$ cat config.mk
export PLATFORM = sky130hd
export DESIGN_NAME = life_automaton_row_step_top
export DESIGN_NICKNAME = d
export VERILOG_FILES = /design/src/sv/lars_pkg.sv /design/src/sv/lars_lane.sv /design/src/sv/lars_outbuf.sv /design/src/sv/life_automaton_row_step_top.sv
export SDC_FILE = /design/constraint.sdc
export NUM_CORES = 2
export LEC_CHECK = 0
export ABC_AREA = 1
export BUFFER_PORTS_ARGS = -buffer_cell sky130_fd_sc_hd__buf_2
export CAP_MARGIN = 10
export CORE_ASPECT_RATIO = 0.7
export CORE_UTILIZATION = 40
export CTS_BUF_LIST = sky130_fd_sc_hd__clkbuf_4
export CTS_CLUSTER_SIZE = 8
export DETAILED_ROUTE_END_ITERATION = 8
export SLEW_MARGIN = 30
export SYNTH_ARGS = -nofsm -noshare
export SYNTH_HDL_FRONTEND = slang
export SYNTH_HIERARCHICAL = 1
export SYNTH_SLANG_ARGS = --single-unit
$ cat constraint.sdc
create_clock -name clk -period 4.23 [get_ports clk]
set_input_delay 0.423 -clock clk [delete_from_list [all_inputs] [get_ports clk]]
set_output_delay 0.423 -clock clk [all_outputs]
set_load 0.02 [all_outputs]
$ cat src/sv/lars_pkg.sv
// Shared types and constants for the life automaton row stepper.
package lars_pkg;

  localparam int unsigned ROW_W      = 64;
  localparam int unsigned COUNT_W    = 4;
  localparam int unsigned WIDTH_W    = 7;
  localparam int unsigned CFG_IDX_W  = 4;
  localparam int unsigned CFG_DATA_W = 7;

  localparam logic [WIDTH_W-1:0] ROW_WIDTH_RST   = 7'd64;
  localparam logic [COUNT_W-1:0] SURVIVE_MIN_RST = 4'd2;
  localparam logic [COUNT_W-1:0] SURVIVE_MAX_RST = 4'd3;
  localparam logic [COUNT_W-1:0] BIRTH_COUNT_RST = 4'd3;

  typedef enum logic [CFG_IDX_W-1:0] {
    CFG_ROW_WIDTH   = 4'd0,
    CFG_SURVIVE_MIN = 4'd1,
    CFG_SURVIVE_MAX = 4'd2,
    CFG_BIRTH_COUNT = 4'd3
  } cfg_reg_e;

  typedef enum logic {
    KIND_ROW = 1'b0,
    KIND_EOF = 1'b1
  } item_kind_e;

  typedef struct packed {
    logic [COUNT_W-1:0] survive_min;
    logic [COUNT_W-1:0] survive_max;
    logic [COUNT_W-1:0] birth_count;
  } rule_t;

  typedef struct packed {
    logic             kind;
    logic [ROW_W-1:0] cells;
  } in_item_t;

  typedef struct packed {
    logic [ROW_W-1:0] next_cells;
    logic             last_row;
  } out_item_t;

endpackage

$ cat src/sv/lars_lane.sv
// One cell lane: neighbor count and birth/survive rule.
module lars_lane
  import lars_pkg::*;
(
  input  logic [2:0] above,
  input  logic [2:0] mid,
  input  logic [2:0] below,
  input  logic       active,
  input  rule_t      rule,
  output logic       next_alive
);

  logic [COUNT_W-1:0] n;
  logic               alive;
  logic               keep;

  // Count the eight neighbors; the center of the middle row is the cell itself
  assign n = COUNT_W'(above[0]) + COUNT_W'(above[1]) + COUNT_W'(above[2])
           + COUNT_W'(mid[0]) + COUNT_W'(mid[2])
           + COUNT_W'(below[0]) + COUNT_W'(below[1]) + COUNT_W'(below[2]);

  assign alive = mid[1];

  // Apply the rule; columns past the row width stay dead
  always_comb begin
    if (alive) begin
      keep = (n >= rule.survive_min) && (n <= rule.survive_max);
    end else begin
      keep = (n == rule.birth_count);
    end
    next_alive = active & keep;
  end

endmodule

$ cat src/sv/lars_outbuf.sv
// Two-entry result queue between the lanes and the output channel.
module lars_outbuf
  import lars_pkg::*;
(
  input  logic      clk,
  input  logic      rst,
  input  logic      push,
  input  out_item_t push_item,
  output logic      full,
  output logic      out_valid,
  input  logic      out_ready,
  output out_item_t out_item
);

  out_item_t   entry [2];
  logic        wr_ptr;
  logic        rd_ptr;
  logic [1:0]  count;
  logic        pop;

  assign pop       = out_valid && out_ready;
  assign out_valid = (count != 2'd0);
  assign full      = (count == 2'd2);
  assign out_item  = entry[rd_ptr];

  // Advance pointers and occupancy
  always_ff @(posedge clk) begin
    if (rst) begin
      wr_ptr <= 1'b0;
      rd_ptr <= 1'b0;
      count  <= 2'd0;
    end else begin
      if (push) begin
        wr_ptr <= ~wr_ptr;
      end
      if (pop) begin
        rd_ptr <= ~rd_ptr;
      end
      case ({push, pop})
        2'b10:   count <= count + 2'd1;
        2'b01:   count <= count - 2'd1;
        default: count <= count;
      endcase
    end
  end

  // Store the result entry
  always_ff @(posedge clk) begin
    if (push) begin
      entry[wr_ptr] <= push_item;
    end
  end

  a_count_bound: assert property (@(posedge clk) disable iff (rst)
    count <= 2'd2)
    else $error("result queue over capacity");

  a_no_push_full: assert property (@(posedge clk) disable iff (rst)
    full |-> !push)
    else $error("push into full result queue");

  a_fill_second: assert property (@(posedge clk) disable iff (rst)
    (push && !pop && count == 2'd1) |=> full)
    else $error("second entry not recorded");

endmodule

$ cat src/sv/life_automaton_row_step_top.sv
// Top level of the life automaton row stepper: row store, cell lanes, config.
//
//  channel | direction | handshake             | payload
//  --------+-----------+-----------------------+------------------------------
//  in      | input     | in_valid / in_ready   | in_item  (kind, cells)
//  out     | output    | out_valid / out_ready | out_item (next_cells, last_row)
//  cfg     | input     | cfg_valid / cfg_ready | cfg_index, cfg_data
//
// One row request per cycle while the result queue is not full; a request
// taken with a row held queues a result; all MAX_WIDTH lanes are combinational.
// Reset clears held rows, loads default rules (B3/S23, width 64), empties queue.
// in_ready drops only while the two-entry result queue is full.
// cfg_ready is always high.
module life_automaton_row_step_top
  import lars_pkg::*;
#(
  parameter int unsigned MAX_WIDTH = 64
) (
  input  logic                  clk,
  input  logic                  rst,
  input  logic                  in_valid,
  output logic                  in_ready,
  input  in_item_t              in_item,
  output logic                  out_valid,
  input  logic                  out_ready,
  output out_item_t             out_item,
  input  logic                  cfg_valid,
  output logic                  cfg_ready,
  input  logic [CFG_IDX_W-1:0]  cfg_index,
  input  logic [CFG_DATA_W-1:0] cfg_data
);

  logic [WIDTH_W-1:0]   row_width;
  rule_t                rule;
  logic [MAX_WIDTH-1:0] upper_row;
  logic [MAX_WIDTH-1:0] pending_row;
  logic                 pending_valid;

  logic                 in_accept;
  logic                 is_eof;
  logic                 full;
  logic                 push;
  out_item_t            push_item;
  logic [MAX_WIDTH-1:0] mask;
  logic [MAX_WIDTH-1:0] below_row;
  logic [MAX_WIDTH+1:0] pad_above;
  logic [MAX_WIDTH+1:0] pad_mid;
  logic [MAX_WIDTH+1:0] pad_below;
  logic [MAX_WIDTH-1:0] lane_bits;

  assign cfg_ready = 1'b1;
  assign in_ready  = !full;
  assign in_accept = in_valid && in_ready;
  assign is_eof    = (item_kind_e'(in_item.kind) == KIND_EOF);

  // Write configuration registers
  always_ff @(posedge clk) begin
    if (rst) begin
      row_width        <= ROW_WIDTH_RST;
      rule.survive_min <= SURVIVE_MIN_RST;
      rule.survive_max <= SURVIVE_MAX_RST;
      rule.birth_count <= BIRTH_COUNT_RST;
    end else if (cfg_valid) begin
      case (cfg_reg_e'(cfg_index))
        CFG_ROW_WIDTH:   row_width        <= cfg_data[WIDTH_W-1:0];
        CFG_SURVIVE_MIN: rule.survive_min <= cfg_data[COUNT_W-1:0];
        CFG_SURVIVE_MAX: rule.survive_max <= cfg_data[COUNT_W-1:0];
        CFG_BIRTH_COUNT: rule.birth_count <= cfg_data[COUNT_W-1:0];
        default: ;
      endcase
    end
  end

  // Build the column mask and dead-bordered rows for the lanes
  always_comb begin
    for (int c = 0; c < MAX_WIDTH; c++) begin
      mask[c] = (row_width > WIDTH_W'(c));
    end
    below_row = is_eof ? '0 : in_item.cells[MAX_WIDTH-1:0];
    pad_above = {1'b0, upper_row & mask, 1'b0};
    pad_mid   = {1'b0, pending_row & mask, 1'b0};
    pad_below = {1'b0, below_row & mask, 1'b0};
  end

  // One lane per column
  for (genvar c = 0; c < MAX_WIDTH; c++) begin : g_lane
    lars_lane u_lane (
      .above      (pad_above[c+2:c]),
      .mid        (pad_mid[c+2:c]),
      .below      (pad_below[c+2:c]),
      .active     (mask[c]),
      .rule       (rule),
      .next_alive (lane_bits[c])
    );
  end

  // Merge lane results into one result request
  assign push                 = in_accept && pending_valid;
  assign push_item.next_cells = ROW_W'(lane_bits);
  assign push_item.last_row   = is_eof;

  // Advance the row window
  always_ff @(posedge clk) begin
    if (rst) begin
      upper_row     <= '0;
      pending_row   <= '0;
      pending_valid <= 1'b0;
    end else if (in_accept) begin
      if (is_eof) begin
        upper_row     <= '0;
        pending_row   <= '0;
        pending_valid <= 1'b0;
      end else begin
        upper_row     <= pending_valid ? pending_row : '0;
        pending_row   <= in_item.cells[MAX_WIDTH-1:0];
        pending_valid <= 1'b1;
      end
    end
  end

  lars_outbuf u_outbuf (
    .clk       (clk),
    .rst       (rst),
    .push      (push),
    .push_item (push_item),
    .full      (full),
    .out_valid (out_valid),
    .out_ready (out_ready),
    .out_item  (out_item)
  );

  a_eof_clears: assert property (@(posedge clk) disable iff (rst)
    (in_accept && is_eof) |=> (!pending_valid && upper_row == '0))
    else $error("end of frame left a row held");

  a_row_held: assert property (@(posedge clk) disable iff (rst)
    (in_accept && !is_eof) |=> pending_valid)
    else $error("row not held after row request");

  a_first_row_silent: assert property (@(posedge clk) disable iff (rst)
    (!pending_valid) |-> (!push && upper_row == '0))
    else $error("result or upper row without a held row");

endmodule

After elaboration in Yosys (flattened, before gate mapping) --
Memory sizes are Yosys's and may differ from the RTL's. A register that Yosys moved wholly into a read port is not among the register bits. Cells that the tools add are included.
Word-level totals: latch bits 0, register bits after elaboration 152, bits in writable memories 130, output and inout bits 68, memory bits (read-only) 0, input bits 81, memories 1
Memories:
- u_outbuf.entry | words 2, bits a word 65, read ports 1, clocked after Yosys merged registers in 1, wr ports 1, RTL line lars_outbuf.sv:15 | out_item_t entry [2];
Cells by class: multipliers 0, shift-type cells 0, add/subtract/negate cells 443, equality and inequality tests 70, muxes and demuxes 73, bitwise logic cells 69, magnitude comparators 192, reduce and logical (&&, ||, !) cells 75, divide/modulo/power cells 0
Operator list (count):
- adder 4 x 1 -> 4 bit | 377
- == test 4 bit | 64
- greater-or-equal comparator 4 bit | 64
- <= comparator 4 bit | 64
- > comparator 7 x 6 -> 1 bit (second input constant) | 32
- bitwise AND 64 bit | 3
- two-way mux 64 bit | 3
- adder 1 x 1 -> 2 bit | 63
- > comparator 7 x 5 -> 1 bit (second input constant) | 16
- two-way mux 1 bit | 69
- logical AND 1 bit | 67
- bitwise AND 1 bit | 64
- > comparator 7 x 4 -> 1 bit (second input constant) | 8
- > comparator 7 x 3 -> 1 bit (second input constant) | 4
- > comparator 7 x 1 -> 1 bit (second input constant) | 2
- > comparator 7 x 2 -> 1 bit (second input constant) | 2
- == test 4 x 2 -> 1 bit (second input constant) | 2
- AND reduction 2 bit | 4
- == test 2 bit (second input constant) | 2
- == test 4 x 1 -> 1 bit (second input constant) | 1
- logical NOT 4 bit | 1
- one-hot mux 2 bit (2 select lines) | 1
- nonzero test 2 bit | 2
- adder 2 x 1 -> 3 bit | 1
- 5 further kinds | 6

Longest topological paths before layout --
depth in word-level cells 13, gate-level depth with buffers 27

Hierarchy --
Netlist, hierarchy kept.
Modules (own cells, without submodules):
- lars_lane at g_lane[0].u_lane ... | cells an instance 81, area an instance 504.2 um^2, sequential area each 0.0 um^2, times used 35
- lars_lane at g_lane[22].u_lane ... | cells an instance 81, area an instance 513.0 um^2, sequential area each 0.0 um^2, times used 29
- life_automaton_row_step_top | cells an instance 1435, area an instance 8484.4 um^2, sequential area each 2962.8 um^2, times used 1
- lars_outbuf | cells an instance 239, area an instance 5132.4 um^2, sequential area each 4003.8 um^2, times used 1

Least setup slack after synthesis --
OpenSTA, ideal clock, no wires.
kind flip-flop to flip-flop, from reg u_outbuf.count[1], to mem u_outbuf/entry[0][0] (netlist bit) (enable), period minus slack after synthesis 4378 ps, arrival 3890 ps, library setup time 488 ps, setup slack -148 ps, path buffers 2, stages on the path, launching flop included 10, cells stage by stage dfxtp_1 -> inv_1 -> nor2_1 -> inv_2 -> nand2_2 -> buf_2 -> buf_2 -> nor2_1 -> inv_1 -> nor2_1
Between the ends: longest elaborated chain between the ends 6
RTL lines:
- start: declaration | RTL line lars_outbuf.sv:18 | logic [1:0] count;
- start signal: assignment | RTL line lars_outbuf.sv:40 | 2'b10: count <= count + 2'd1;
- start signal: assignment | RTL line lars_outbuf.sv:41 | 2'b01: count <= count - 2'd1;
- start signal: assignment | RTL line lars_outbuf.sv:42 | default: count <= count;
- == test 2 bit | RTL line lars_outbuf.sv:23 | assign full = (count == 2'd2);
- named net full | RTL line life_automaton_row_step_top.sv:41 | logic full;
- logical NOT 1 bit | RTL line life_automaton_row_step_top.sv:52 | assign in_ready = !full;
- named net in_ready | RTL line life_automaton_row_step_top.sv:22 | output logic in_ready,
- logical AND 1 bit | RTL line life_automaton_row_step_top.sv:53 | assign in_accept = in_valid && in_ready;
- logical AND 1 bit | RTL line life_automaton_row_step_top.sv:98 | assign push = in_accept && pending_valid;
- named net push | RTL line life_automaton_row_step_top.sv:42 | logic push;
- two-way mux 1 bit | RTL line lars_outbuf.sv:49 | if (push) begin
- two-way mux 1 bit (implied by the code) | RTL line lars_outbuf.sv:50 | entry[wr_ptr] <= push_item;
- end: declaration | RTL line lars_outbuf.sv:15
The timed path passes the listed nets, and every way through them passes these cells.

Worst setup path in the final report --
from reg row_width[2], to mem u_outbuf/entry[0][9] (netlist bit), data pin
Between the ends: longest elaborated chain between the ends 13, elaborated cells on any way between the ends 19, those cells by class add/sub (7); order compare (5); eq/ne (1); mux (1); bitwise (4); reduce/logical (1)
RTL lines:
- start: declaration | RTL line life_automaton_row_step_top.sv:33 | logic [WIDTH_W-1:0] row_width;
- start signal: assignment | RTL line life_automaton_row_step_top.sv:65 | CFG_ROW_WIDTH: row_width <= cfg_data[WIDTH_W-1:0];
- > comparator 7 x 4 -> 1 bit * | RTL line life_automaton_row_step_top.sv:77 | mask[c] = (row_width > WIDTH_W'(c));
- bitwise AND 64 bit * | RTL line life_automaton_row_step_top.sv:80 | pad_above = {1'b0, upper_row & mask, 1'b0};
- named net pad_above[9] | RTL line life_automaton_row_step_top.sv:46 | logic [MAX_WIDTH+1:0] pad_above;
- adder 1 x 1 -> 2 bit * | RTL line lars_lane.sv:18 | assign n = COUNT_W'(above[0]) + COUNT_W'(above[1]) + COUNT_W'(above[2])
- adder 4 x 1 -> 4 bit * | RTL line lars_lane.sv:18
- adder 4 x 1 -> 4 bit * (2 in a row) | RTL line lars_lane.sv:19 | + COUNT_W'(mid[0]) + COUNT_W'(mid[2])
- adder 4 x 1 -> 4 bit * (3 in a row) | RTL line lars_lane.sv:20 | + COUNT_W'(below[0]) + COUNT_W'(below[1]) + COUNT_W'(below[2]);
- greater-or-equal comparator 4 bit or <= comparator 4 bit (tied branches) | RTL line lars_lane.sv:27 | keep = (n >= rule.survive_min) && (n <= rule.survive_max);
- logical AND 1 bit | RTL line lars_lane.sv:27
- two-way mux 1 bit * | RTL line lars_lane.sv:26 | if (alive) begin
- bitwise AND 1 bit * | RTL line lars_lane.sv:31 | next_alive = active & keep;
- named net lane_bits[8] | RTL line life_automaton_row_step_top.sv:49 | logic [MAX_WIDTH-1:0] lane_bits;
The timed path passes the listed nets; every way through them passes the cells marked *.

==> key figures <==
Setup path
  – Flop2flop setup slack: -0.66 ns
  – R2R cell count: 25
  – CP bufs+invs: 8
  – Worst R2R Start: row_width[2]
  – Worst r2r dst: u_outbuf/entry[0][9]
  – Crit. path cell count: 25
  – Critical Path Sink Type: flip-flop
  – WS Path Type: reg2reg
  – CP Launch Type: flip-flop
  – Crit path to: u_outbuf/entry[0][9]
  – Worst Path Max Fanout: 5
  – Worst EP arrival: ~5.7 ns
  – Largest delay contributor family on the critical path: adder cells
  – Max incr delay on CP: roughly 0.60 ns
  – Worst-path cell with the longest stage delay: fa_2
  – Start point of the critical path: row_width[2]
  – Worst EP required: ~5 ns
  – Crit-path most repeated cell: nand2_1

Layout
  – Fin area: just over 60,000 um^2
  – FF+latch area: about 7000 um^2
  – # nets final: between 8,000 and 9,000
  – Filler cell count: 10,529
  – Multi-input logic area: about 35,000 um^2
  – Layout cells sized above 1: 30.7%
  – Area delta synth->final: 35.1%
  – Final core occ: 54.9%

Synthesis
  – Most frequent cell after synthesis: inv_1
  – Post-Syn Area: between 40,000 and 50,000 um^2
  – Post-synth EDFFs: 130
  – Seq/Total Area, Yosys: around 15%
  – Share of the synthesized area in the top cell type: a little under a fifth
  – Synth area leader: ha_1
  – Mean post-synth cell area: 6.73 um^2
  – Mapped Cells: between 6,000 and 7,000
  – Synth Flop Type: dfxtp_1
  – Synth cell types: 40
  – Async set-reset flop share out of synthesis: 0%
  – Number of synthesized register bits: approximately 280
  – Commonest cells in the netlist: inv_1, nand2_1, ha_1
  – Yosys Warn Count: 6
  – Largest cells by area after synthesis: ha_1, inv_1, nand2_1

CTS
  – Clock input transition at the sequential cells of the worst setup and hold paths: around 0.080 ns
  – CTS sink cnt: 283
  – CTS tree: yes
  – Clk root buf: clkbuf_4
  – Clock buffer depth: 3
  – Htree depth: 3
  – Num CTS Buffers: 90
  – Clock Latency Late Sink: 1.06 ns

Pwr
  – Leak Pwr: about 32 nW
  – PD cells: around 220 nW/um^2
  – Total power: 13.5 mW
  – Worst IR drop on VDD: about 0.0002 V

Floorplan
  – Row count: 103
  – Die W: about 410 um
  – Die Y: 286 um
  – Initial Utilization: 40.6%
  – CORE AREA: around 110,000 um^2
  – Die ar.: around 120,000 um^2
  – Num ports: approximately 150

Drt
  – DRC: 0
  – Wirelength, routed: approximately 150,000 um
  – Via density: 4.75
  – DRT antenna net count: 0
  – WL per Instance: approximately 15 um
  – Vias: ~45,000
  – DR pass1 iterations: 6
  – Starting DRC count in detailed routing: 2,662

Global routing
  – GRT Total Usage: between 20% and 30%
  – Largest net degree at the start of global routing: between 100 and 150
  – Initial antenna violation count: 2
  – First-pass GRT wire length: about 220,000 um
  – Total gr overflow: 0
  – Vias in the first global route: ~42,000

Place
  – Dpl ws: -0.787 ns
  – IO Port Bufs: between 100 and 150
  – Placement Cell Area: between 50,000 and 60,000 um^2
  – Global placer's final weighted congestion: ~0.87
  – HPWL Detailed: around 100,000 um

Run
  – Max cap viols: 0

STA
  – Worst rel slew slack: a little under a third
  – Final Hold Vio Count: 0
  – Crit path time final: just under 5 ns
  – Least-Margin Pin Slew: 1.04 ns
  – Period utilization: 116%
  – FMAX: between 200 and 250 MHz
  – Final setup violating endpoints: between 100 and 150
  – Max-slew violations: 0
  – Clk_skew: around 0.083 ns
  – Unrepaired setup endpoints after global routing: yes
  – Final worst setup slack: -0.658 ns

Run status
  – Outcome: finished with violations
  – Violated checks: setup timing

Hold path
  – HP Class: in2reg
## area by class of cell
| type | count | share of cell area, % |
|---|---|---|
| sequential | 283 | 11.3 |
| antenna | 7 | 0.0281 |
| tap | 1522 | 3.06 |
| multi-input combinational | 4253 | 56.9 |
| clock inverter | 33 | 0.343 |
| timing repair buffer | 984 | 12.9 |
| clock buffer | 134 | 1.61 |
| inverter | 2241 | 13.8 |
## worst min path at each step
| stage | cells after the start | startpoint | end |
|---|---|---|---|
| floorplan | 2 | upper_row[43] | upper_row[43] |
| global placement | 2 | upper_row[44] | upper_row[44] |
| finish | 4 | in_item[63] | pending_row[63] |
| global route | 4 | in_item[63] | pending_row[63] |
| CTS | 6 | in_item[23] | pending_row[23] |
| detailed placement | 2 | upper_row[35] | upper_row[35] |
## where the power goes
part | internal [mW] | switching, mW | leakage [nW]
clock network | 1.63 | 1.58 | 0.719
registers | 3.05 | 0.105 | 2.47
logic | 3.07 | 4.08 | 28.8
## per-layer routing
| metal | global-route usage [%] | share of wire [%] | up-vias |
|---|---|---|---|
| li1 | - | - | 22520 |
| met2 | 37.7 | 45 | 1094 |
| met4 | 5.57 | 2.5 | 0 |
| met3 | 3.62 | 6.1 | 251 |
| met1 | 33.4 | 47 | 21068 |
| met5 | 0 | 0 | - |
## tightest hold or removal path: cells and delay by family
kind,cells,cell delay [ns]
AOI/OAI and AO/OA,1,0.06
buffers and inverters,2,0.67
and+or+nand+nor,1,0.08
## layout by cell type (no fill, tap or decap), drive strengths merged, types with 45 or more instances in the layout
cell / n
mux2: 65
nand3: 368
nor2: 385
dfxtp: 153
buf: 880
fa: 256
nand2: 1694
inv: 2235
clkbuf: 134
ha: 705
nand4: 84
o21ai: 69
edfxtp: 130
dlygate4sd3: 104
a21oi: 311
nand3b: 163
a21boi: 45
## flip-flops by register name, summed over array words and instances, names as in the netlist, named ones only
| register | flops |
|---|---|
| row_width | 7 |
| u_outbuf/count | 2 |
| u_outbuf/rd_ptr | 1 |
| pending_valid | 1 |
| pending_row | 64 |
| u_outbuf/wr_ptr | 1 |
| upper_row | 64 |
| u_outbuf/entry | 130 |
| rule | 12 |
## metrics by stage
stage          TNS, ns  std cells  hold WS [ns]
2_1_floorplan   -0.443       6863         0.440
3_3_place_gp    -57.42       8962         0.450
3_5_place_dp    -70.68       8962         0.452
4_1_cts         -46.82       9285         0.176
5_1_grt         -74.98       9457         0.205
6_report        -55.09       9457         0.287
## kinds of logic after synthesis
| logic type | after synthesis | share of synthesized area [%] |
|---|---|---|
| other | 2 | 0.0163 |
| XOR/XNOR | 35 | 0.664 |
| multiplexers | 65 | 1.99 |
| AO/OA/AOI/OAI | 454 | 5.37 |
| flip-flops | 283 | 15.1 |
| buffers and inverters | 2328 | 19.2 |
| adder cells (fa/ha/maj) | 961 | 30.2 |
| AND/OR/NAND/NOR | 2730 | 27.4 |
## timing repair
item                       CTS  global route
hold endpoints to repair   135             0
gates cloned                 0             1
pin swaps                   67           423
setup endpoints to repair  128           128
gates resized for setup    293          1116
hold buffers               104             0
setup buffers               54           179
No activity file was read; power rests on OpenSTA's default activity.
